## config.mk

```make
export PLATFORM = sky130hd
export DESIGN_NAME = gzip_header_skip_parser_unit_flat
export DESIGN_NICKNAME = d
export VERILOG_FILES = /design/src/rtl/gzhdr_pkg.sv /design/src/rtl/gzhdr_if.sv /design/src/rtl/gzhdr_step.sv /design/src/rtl/gzip_header_skip_parser_unit.sv /design/src/flat_wrapper.sv
export SDC_FILE = /design/constraint.sdc
export NUM_CORES = 1
export LEC_CHECK = 0
export BUFFER_PORTS_ARGS = -buffer_cell sky130_fd_sc_hd__buf_2
export CAP_MARGIN = 20
export CORE_MARGIN = 2
export CORE_UTILIZATION = 45
export CTS_CLUSTER_SIZE = 40
export DETAILED_ROUTE_END_ITERATION = 10
export PLACE_DENSITY = 0.73
export SLEW_MARGIN = 10
export SYNTH_ARGS = -nofsm -noshare
export SYNTH_HDL_FRONTEND = slang
export SYNTH_SLANG_ARGS = --single-unit
```

## constraint.sdc

```tcl
create_clock -name i_clk -period 2.9 [get_ports i_clk]
set_input_delay 0 -clock i_clk [delete_from_list [all_inputs] [get_ports i_clk]]
set_output_delay 0 -clock i_clk [all_outputs]
set_load 0.005 [all_outputs]
```

## src/rtl/gzhdr_pkg.sv

```systemverilog
package gzhdr_pkg;

    localparam logic [7:0] DEFLATE_METHOD = 8'd8;
    localparam logic [7:0] FLAG_RESERVED  = 8'hE0;
    localparam logic [7:0] FLAG_EXTRA     = 8'h04;
    localparam logic [7:0] FLAG_NAME      = 8'h08;
    localparam logic [7:0] FLAG_COMMENT   = 8'h10;
    localparam logic [7:0] FLAG_HCRC      = 8'h02;

    // Fixed header bytes and the positions of the method and flags bytes.
    localparam logic [3:0] FIXED_LEN      = 4'd10;
    localparam logic [3:0] POS_METHOD     = 4'd2;
    localparam logic [3:0] POS_FLAGS      = 4'd3;

    typedef enum logic [1:0] {
        KIND_HEADER = 2'd0,
        KIND_DATA   = 2'd1,
        KIND_REJECT = 2'd2
    } t_kind;

    typedef enum logic [7:0] {
        PH_FIXED   = 8'b0000_0001,
        PH_XLEN    = 8'b0000_0010,
        PH_XSKIP   = 8'b0000_0100,
        PH_NAME    = 8'b0000_1000,
        PH_COMMENT = 8'b0001_0000,
        PH_HCRC    = 8'b0010_0000,
        PH_DATA    = 8'b0100_0000,
        PH_ERROR   = 8'b1000_0000
    } t_phase;

    // Earliest optional field that the search may land on.
    typedef enum logic [1:0] {
        FROM_XLEN    = 2'd0,
        FROM_NAME    = 2'd1,
        FROM_COMMENT = 2'd2,
        FROM_HCRC    = 2'd3
    } t_from;

    typedef struct packed {
        logic [7:0] data_byte;
        logic       new_file;
    } t_in_item;

    typedef struct packed {
        logic [7:0] payload_byte;
        logic [1:0] byte_kind;
        logic       method_error;
        logic       reserved_warning;
    } t_out_item;

    typedef struct packed {
        t_phase      phase;
        logic [3:0]  fixed_count;
        logic [7:0]  header_flags;
        logic [15:0] extra_remaining;
        logic        length_low_seen;
        logic        error_seen;
        logic        warning_seen;
    } t_state;

    localparam t_state STATE_INIT = '{
        phase:           PH_FIXED,
        fixed_count:     4'd0,
        header_flags:    8'd0,
        extra_remaining: 16'd0,
        length_low_seen: 1'b0,
        error_seen:      1'b0,
        warning_seen:    1'b0
    };

    // First optional field at or after 'from' whose flag is set, else data.
    function automatic t_phase f_next_stage(input t_from from, input logic [7:0] flags);
        t_phase ph;
        ph = PH_DATA;
        if ((flags & FLAG_HCRC) != 8'd0) begin
            ph = PH_HCRC;
        end
        if (from != FROM_HCRC && (flags & FLAG_COMMENT) != 8'd0) begin
            ph = PH_COMMENT;
        end
        if ((from == FROM_XLEN || from == FROM_NAME) && (flags & FLAG_NAME) != 8'd0) begin
            ph = PH_NAME;
        end
        if (from == FROM_XLEN && (flags & FLAG_EXTRA) != 8'd0) begin
            ph = PH_XLEN;
        end
        return ph;
    endfunction

endpackage

```

## src/rtl/gzhdr_if.sv

```systemverilog
interface gzhdr_in_if import gzhdr_pkg::*; ();
    logic     valid;
    logic     ready;
    t_in_item data;

    modport source (output valid, output data, input ready);
    modport sink (input valid, input data, output ready);
endinterface

interface gzhdr_out_if import gzhdr_pkg::*; ();
    logic      valid;
    logic      ready;
    t_out_item data;

    modport source (output valid, output data, input ready);
    modport sink (input valid, input data, output ready);
endinterface

```

## src/rtl/gzhdr_step.sv

```systemverilog
module gzhdr_step import gzhdr_pkg::*; (
    input  t_state     i_state,
    input  logic [7:0] i_data_byte,
    input  logic       i_new_file,
    output t_state     o_state,
    output t_out_item  o_result
);

    t_state      cur;
    t_state      nxt;
    t_kind       kind;
    logic [15:0] extra_len;
    logic [15:0] extra_dec;

    always_comb begin
        cur       = i_new_file ? STATE_INIT : i_state;
        nxt       = cur;
        kind      = KIND_HEADER;
        extra_len = cur.extra_remaining | {i_data_byte, 8'd0};
        extra_dec = cur.extra_remaining - 16'd1;

        case (cur.phase)
            PH_FIXED: begin
                if (cur.fixed_count == POS_METHOD && i_data_byte != DEFLATE_METHOD) begin
                    nxt.error_seen = 1'b1;
                    nxt.phase      = PH_ERROR;
                    kind           = KIND_REJECT;
                end else begin
                    if (cur.fixed_count == POS_FLAGS) begin
                        nxt.header_flags = i_data_byte;
                        if ((i_data_byte & FLAG_RESERVED) != 8'd0) begin
                            nxt.warning_seen = 1'b1;
                        end
                    end
                    nxt.fixed_count = cur.fixed_count + 4'd1;
                    if (nxt.fixed_count >= FIXED_LEN) begin
                        nxt.phase = f_next_stage(FROM_XLEN, nxt.header_flags);
                    end
                end
            end
            PH_XLEN: begin
                if (!cur.length_low_seen) begin
                    nxt.extra_remaining = {8'd0, i_data_byte};
                    nxt.length_low_seen = 1'b1;
                end else begin
                    nxt.extra_remaining = extra_len;
                    nxt.length_low_seen = 1'b0;
                    nxt.phase = (extra_len != 16'd0) ? PH_XSKIP
                                : f_next_stage(FROM_NAME, cur.header_flags);
                end
            end
            PH_XSKIP: begin
                nxt.extra_remaining = extra_dec;
                if (extra_dec == 16'd0) begin
                    nxt.phase = f_next_stage(FROM_NAME, cur.header_flags);
                end
            end
            PH_NAME: begin
                if (i_data_byte == 8'd0) begin
                    nxt.phase = f_next_stage(FROM_COMMENT, cur.header_flags);
                end
            end
            PH_COMMENT: begin
                if (i_data_byte == 8'd0) begin
                    nxt.phase = f_next_stage(FROM_HCRC, cur.header_flags);
                end
            end
            PH_HCRC: begin
                if (!cur.length_low_seen) begin
                    nxt.length_low_seen = 1'b1;
                end else begin
                    nxt.length_low_seen = 1'b0;
                    nxt.phase           = PH_DATA;
                end
            end
            PH_DATA: begin
                kind = KIND_DATA;
            end
            default: begin
                kind = KIND_REJECT;
            end
        endcase

        o_state                   = nxt;
        o_result.payload_byte     = i_data_byte;
        o_result.byte_kind        = kind;
        o_result.method_error     = nxt.error_seen;
        o_result.reserved_warning = nxt.warning_seen;
    end

endmodule

```

## src/rtl/gzip_header_skip_parser_unit.sv

```systemverilog
// Gzip member header skipper. Bytes of a gzip file enter on i_in, one per
// transfer, each with a new_file bit that restarts parsing at that byte.
// Every input byte yields exactly one result on o_out: the byte itself, its
// kind (header, compressed data, or rejected from a bad method byte on) and
// the sticky method error and reserved flag warning as they stand after it.
// The fixed header, the extra field, name, comment and header CRC are all
// tagged as header; everything after them is tagged as data.
// The result of a byte is registered and offered in the cycle after the byte
// is accepted. Throughput is one byte per cycle while o_out is not stalled,
// set by the single parser state register, updated as each byte is accepted.
// The result register frees up in the same cycle in which its contents are
// taken, so a new byte is accepted whenever o_out is empty or being read.
// When the receiver stalls, the result is held and i_in.ready drops until
// it is taken; no byte is lost or repeated.
// Reset empties the result register and returns the parser to the first
// fixed header byte with both sticky flags clear.
module gzip_header_skip_parser_unit import gzhdr_pkg::*; (
    input  logic              i_clk,
    input  logic              i_rst_n,
    gzhdr_in_if.sink          i_in,
    gzhdr_out_if.source       o_out
);

    t_state    r_state;
    t_state    n_state;
    t_out_item r_out;
    t_out_item n_out;
    logic      r_out_valid;
    logic      in_fire;

    assign i_in.ready  = !r_out_valid || o_out.ready;
    assign in_fire     = i_in.valid && i_in.ready;
    assign o_out.valid = r_out_valid;
    assign o_out.data  = r_out;

    gzhdr_step u_step (
        .i_state     (r_state),
        .i_data_byte (i_in.data.data_byte),
        .i_new_file  (i_in.data.new_file),
        .o_state     (n_state),
        .o_result    (n_out)
    );

    always_ff @(posedge i_clk) begin
        if (!i_rst_n) begin
            r_state     <= STATE_INIT;
            r_out_valid <= 1'b0;
        end else if (in_fire) begin
            r_state     <= n_state;
            r_out_valid <= 1'b1;
        end else if (o_out.ready) begin
            r_out_valid <= 1'b0;
        end
    end

    always_ff @(posedge i_clk) begin
        if (in_fire) begin
            r_out <= n_out;
        end
    end

endmodule

```

## src/flat_wrapper.sv

```systemverilog
// flat-port wrapper written by rule: the top's interface ports become plain ports
module gzip_header_skip_parser_unit_flat import gzhdr_pkg::*;
  (i_clk, i_rst_n, i_in_valid, i_in_data, i_in_ready, o_out_valid, o_out_data, o_out_ready);
  gzhdr_in_if i_in_i ();
  gzhdr_out_if o_out_i ();
  input  logic i_clk;
  input  logic i_rst_n;
  input wire logic [$bits(i_in_i.valid)-1:0] i_in_valid;
  input wire logic [$bits(i_in_i.data)-1:0] i_in_data;
  output wire logic [$bits(i_in_i.ready)-1:0] i_in_ready;
  output wire logic [$bits(o_out_i.valid)-1:0] o_out_valid;
  output wire logic [$bits(o_out_i.data)-1:0] o_out_data;
  input wire logic [$bits(o_out_i.ready)-1:0] o_out_ready;
  assign i_in_i.valid = i_in_valid;
  assign i_in_i.data = i_in_data;
  assign i_in_ready = i_in_i.ready;
  assign o_out_valid = o_out_i.valid;
  assign o_out_data = o_out_i.data;
  assign o_out_i.ready = o_out_ready;
  gzip_header_skip_parser_unit u_core (.i_clk(i_clk), .i_rst_n(i_rst_n), .i_in(i_in_i), .o_out(o_out_i));
endmodule
```

==> run summary <==
outcome: complete, no violations
Root Driver: clkbuf_8
Mapped Area: 3170 sq um
drt initial violations: 374
crit path cell chain: or4_4, or4_1, mux2i_1, nor4_1, and4_4, o21ai_1, a221oi_2
fraction of layout cells with a size suffix above 1: 15.0%
Max Slew Vio Count: 0
most used flip-flop cell after synthesis: dfxtp_1
Port Buffer Count: 26
Die W: 88.0 um
Maximum Capacitance Violations: 0
Detailed Route WL: 9540 um
crit path DAT: 2.96 ns
First-pass DRT Iterations: 6
CTS tree: built
Worst-Skew Late Latency: 0.31 ns
hold_ws: 0.0222 ns
Setup crit end kind: register
RSZ-0062 raised after global routing: no
gpl congestion: 0.962
data required time at the worst endpoint: 3.13 ns
WP buf/inv: 0
remaining antenna violation count: 0
total CTS buffers: 5
Clock Skew: 0.00932 ns
Final setup viols: 0
PostCTS Resize Cnt: 0
DR WL/cell: 17.6 um
die area: 7740 sq um
Yosys warnings: 0
Synth Register Bits: 48
routed vias: 3387
Hold Crit Class: input port to register
Tcrit/Tclk final: 94.1%
EDFF count, synth: 12
vias in the first global route: 3019
gr usage total: 25.3%
Sw Pwr: 0.000380 W
Clk pwr share: 32.8%
Syn Nets: 426
Post-Layout Inst Area: 3680 sq um
Fin. Hold Viols: 0
initial core utilization: 46.7%
CTS clk-pin slew, worst paths: 0.10 ns
Yosys cell types: 66
core area: 6790 sq um
min Tclk post-route: 2.73 ns
row count: 30
Clock Sinks: 48
n_diodes: 0
Tot Pwr: 0.00135 W
Final Core Density: 54.2%
first-pass GRT wire length: 15300 um
H-tree depth: 2
Pleak: 1.42 nW
final net count: 464
PwrDens: 365 nW/um^2
grt ovf: 0
VDD IR max: 0.000170 V
power share of the sequential group: 52.7%
Comb power frac: 14.5%
Sw Share: 28.2%
largest net degree at the start of global routing: 32
Int Pwr: 0.000966 W
Async SR Flop Fraction: 0%
slowest stage delay, CP: 0.60 ns
slowest CP cell: or4_4
DP HPWL: 6690 um
Worst setup SP type: register
setup TNS: 0 ns
sequential area share after synthesis: 34.1%
CP max FO: 10
# DRC: 0
slew margin rel.: 57.9%
Fillers: 633
layout overhead on the synthesized area: 16.1%
Worst path top cell family by delay: simple AND/OR/NAND/NOR gates
Die H: 88.0 um
WS Path Type: register to register
Top Ports: 27
f_max: 0.367 GHz
initial antenna violation count: 0
cells after synthesis: 407
DR vias/cell: 6.25
clk buf depth: 2
Placed Area: 3480 sq um
Worst-Margin Slew: 0.615 ns
Avg Cell Area, Syn: 7.80 sq um
[layout by cell type (no fill, tap or decap), drive strengths merged, types with 3 or more instances in the layout]
cell type and count:
a211oi 5, a21o 3, a21oi 28, a221oi 3, a22o 5, a22oi 13
a32oi 5, and2 5, and4 3, buf 50, clkbuf 6, dfxtp 36
dlygate4sd3 8, edfxtp 12, ha 6, inv 16, nand2 37, nand2b 4
nand3 12, nand4 4, nor2 51, nor2b 5, nor3 16, nor4 11
nor4b 4, o211ai 4, o21ai 31, o311ai 3, o31ai 4, or3 7
or4 4, xnor2 6, xor2 4
[worst reg2reg max path: cells and delay by family, from the launching register on]
kind	cells	cell delay [ns]
flops	1	0.37
simple gates	4	1.80
compound gates	2	0.32
mux	1	0.16
[final timing paths]
kind                     startpoint                    to  slack [ns]  depth (start not counted)
setup reg to reg  u_core.r_state[6]    u_core.r_state[37]        0.17                          7
hold reg to reg   u_core.r_state[0]     u_core.r_state[0]        0.50                          2
setup / recovery  u_core.r_state[6]    u_core.r_state[37]        0.17                          7
hold / removal         i_in_data[4]  u_core.o_out.data[7]        0.02                          1
[metal layers]
metal | GRT usage, % | vias to the layer above | wire, um
met4 | 11.7 | 0 | 311
li1 | - | 1592 | -
met1 | 34.7 | 1574 | 4190
met5 | 0 | - | 0
met2 | 38.9 | 196 | 4260
met3 | 4.05 | 25 | 773
[power groups by stage]
stage	Sequential, W	Combinational (W)	Clock (W)
6_report	0.000709	0.000195	0.000442
5_1_grt	0.000711	0.000212	0.000461
4_1_cts	0.000709	0.000186	0.000441
3_5_place_dp	0.000724	0.000176	0
3_3_place_gp	0.000724	0.000174	0
2_1_floorplan	0.000725	0.000104	0
[synth_stat cells (2+ instances only)]
library cell / count / area (sq um)
and3_1: 2 / 12.5
o311ai_0: 2 / 17.5
ha_1: 6 / 75.1
o31ai_1: 4 / 30.0
nor3b_1: 2 / 15.0
a221oi_1: 2 / 17.5
clkbuf_1: 23 / 86.3
o21ai_1: 2 / 10.0
xor2_1: 4 / 35.0
o2111ai_1: 2 / 17.5
and4_1: 2 / 17.5
nor3_1: 16 / 80.1
a211oi_1: 4 / 30.0
nand4_1: 4 / 25.0
o21a_1: 2 / 15.0
nor4b_1: 4 / 35.0
nand3_1: 12 / 60.1
nor4_1: 11 / 68.8
dfxtp_1: 36 / 721
o211ai_1: 3 / 22.5
and2_1: 5 / 31.3
buf_6: 2 / 22.5
a22oi_1: 13 / 97.6
nand2b_1: 4 / 25.0
a21o_1: 3 / 22.5
nand2_1: 37 / 139
nand3b_1: 2 / 15.0
nor2b_1: 5 / 31.3
o32ai_1: 2 / 17.5
inv_1: 16 / 60.1
a31oi_1: 2 / 12.5
xnor2_1: 6 / 52.6
a32oi_1: 5 / 43.8
or4_1: 3 / 22.5
and4b_1: 2 / 20.0
edfxtp_1: 12 / 360
nor2_1: 51 / 191
o21ai_0: 29 / 145
or3_1: 7 / 43.8
mux2i_1: 2 / 20.0
a22o_1: 5 / 43.8
a21oi_1: 27 / 135
[area by class of cell]
| class | instances | area, sq um | area share (%) |
|---|---|---|---|
| clock buffers | 6 | 82.6 | 2.24 |
| clock inverters | 2 | 15.0 | 0.408 |
| inverters | 17 | 63.8 | 1.73 |
| repair buffers | 58 | 410 | 11.1 |
| well taps | 96 | 120 | 3.26 |
| multi-input cells | 315 | 1910 | 51.9 |
| flip-flops and latches | 48 | 1080 | 29.3 |
[flip-flops by register name, indices dropped and copies added (netlist names)]
register and cells:
u_core.o_out.valid 1, u_core.r_state 35, u_core.o_out.data 12
[stage by stage]
stage,setup WS (ns),instances
3_3_place_gp,0.214,525
2_1_floorplan,0.202,407
4_1_cts,0.184,541
5_1_grt,0.0256,542
3_5_place_dp,0.203,525
6_report,0.173,542
[kinds of logic after synthesis]
family                     synth area share [%]
AOI/OAI and AO/OA                          26.0
xor gates and xnor gates                   2.76
adders and majority gates                  2.37
buffers and inverters                      5.72
DFF                                        34.1
muxes                                     0.631
and+or+nand+nor                            28.5
[timing repair]
| item | CTS | global route |
|---|---|---|
| hold buffers | 8 | 0 |
| setup endpoints to repair | 0 | 0 |
| endpoints found under the hold margin | 7 | 0 |
| setup buffers | 0 | 0 |
Power figures use the tool's default switching activity.
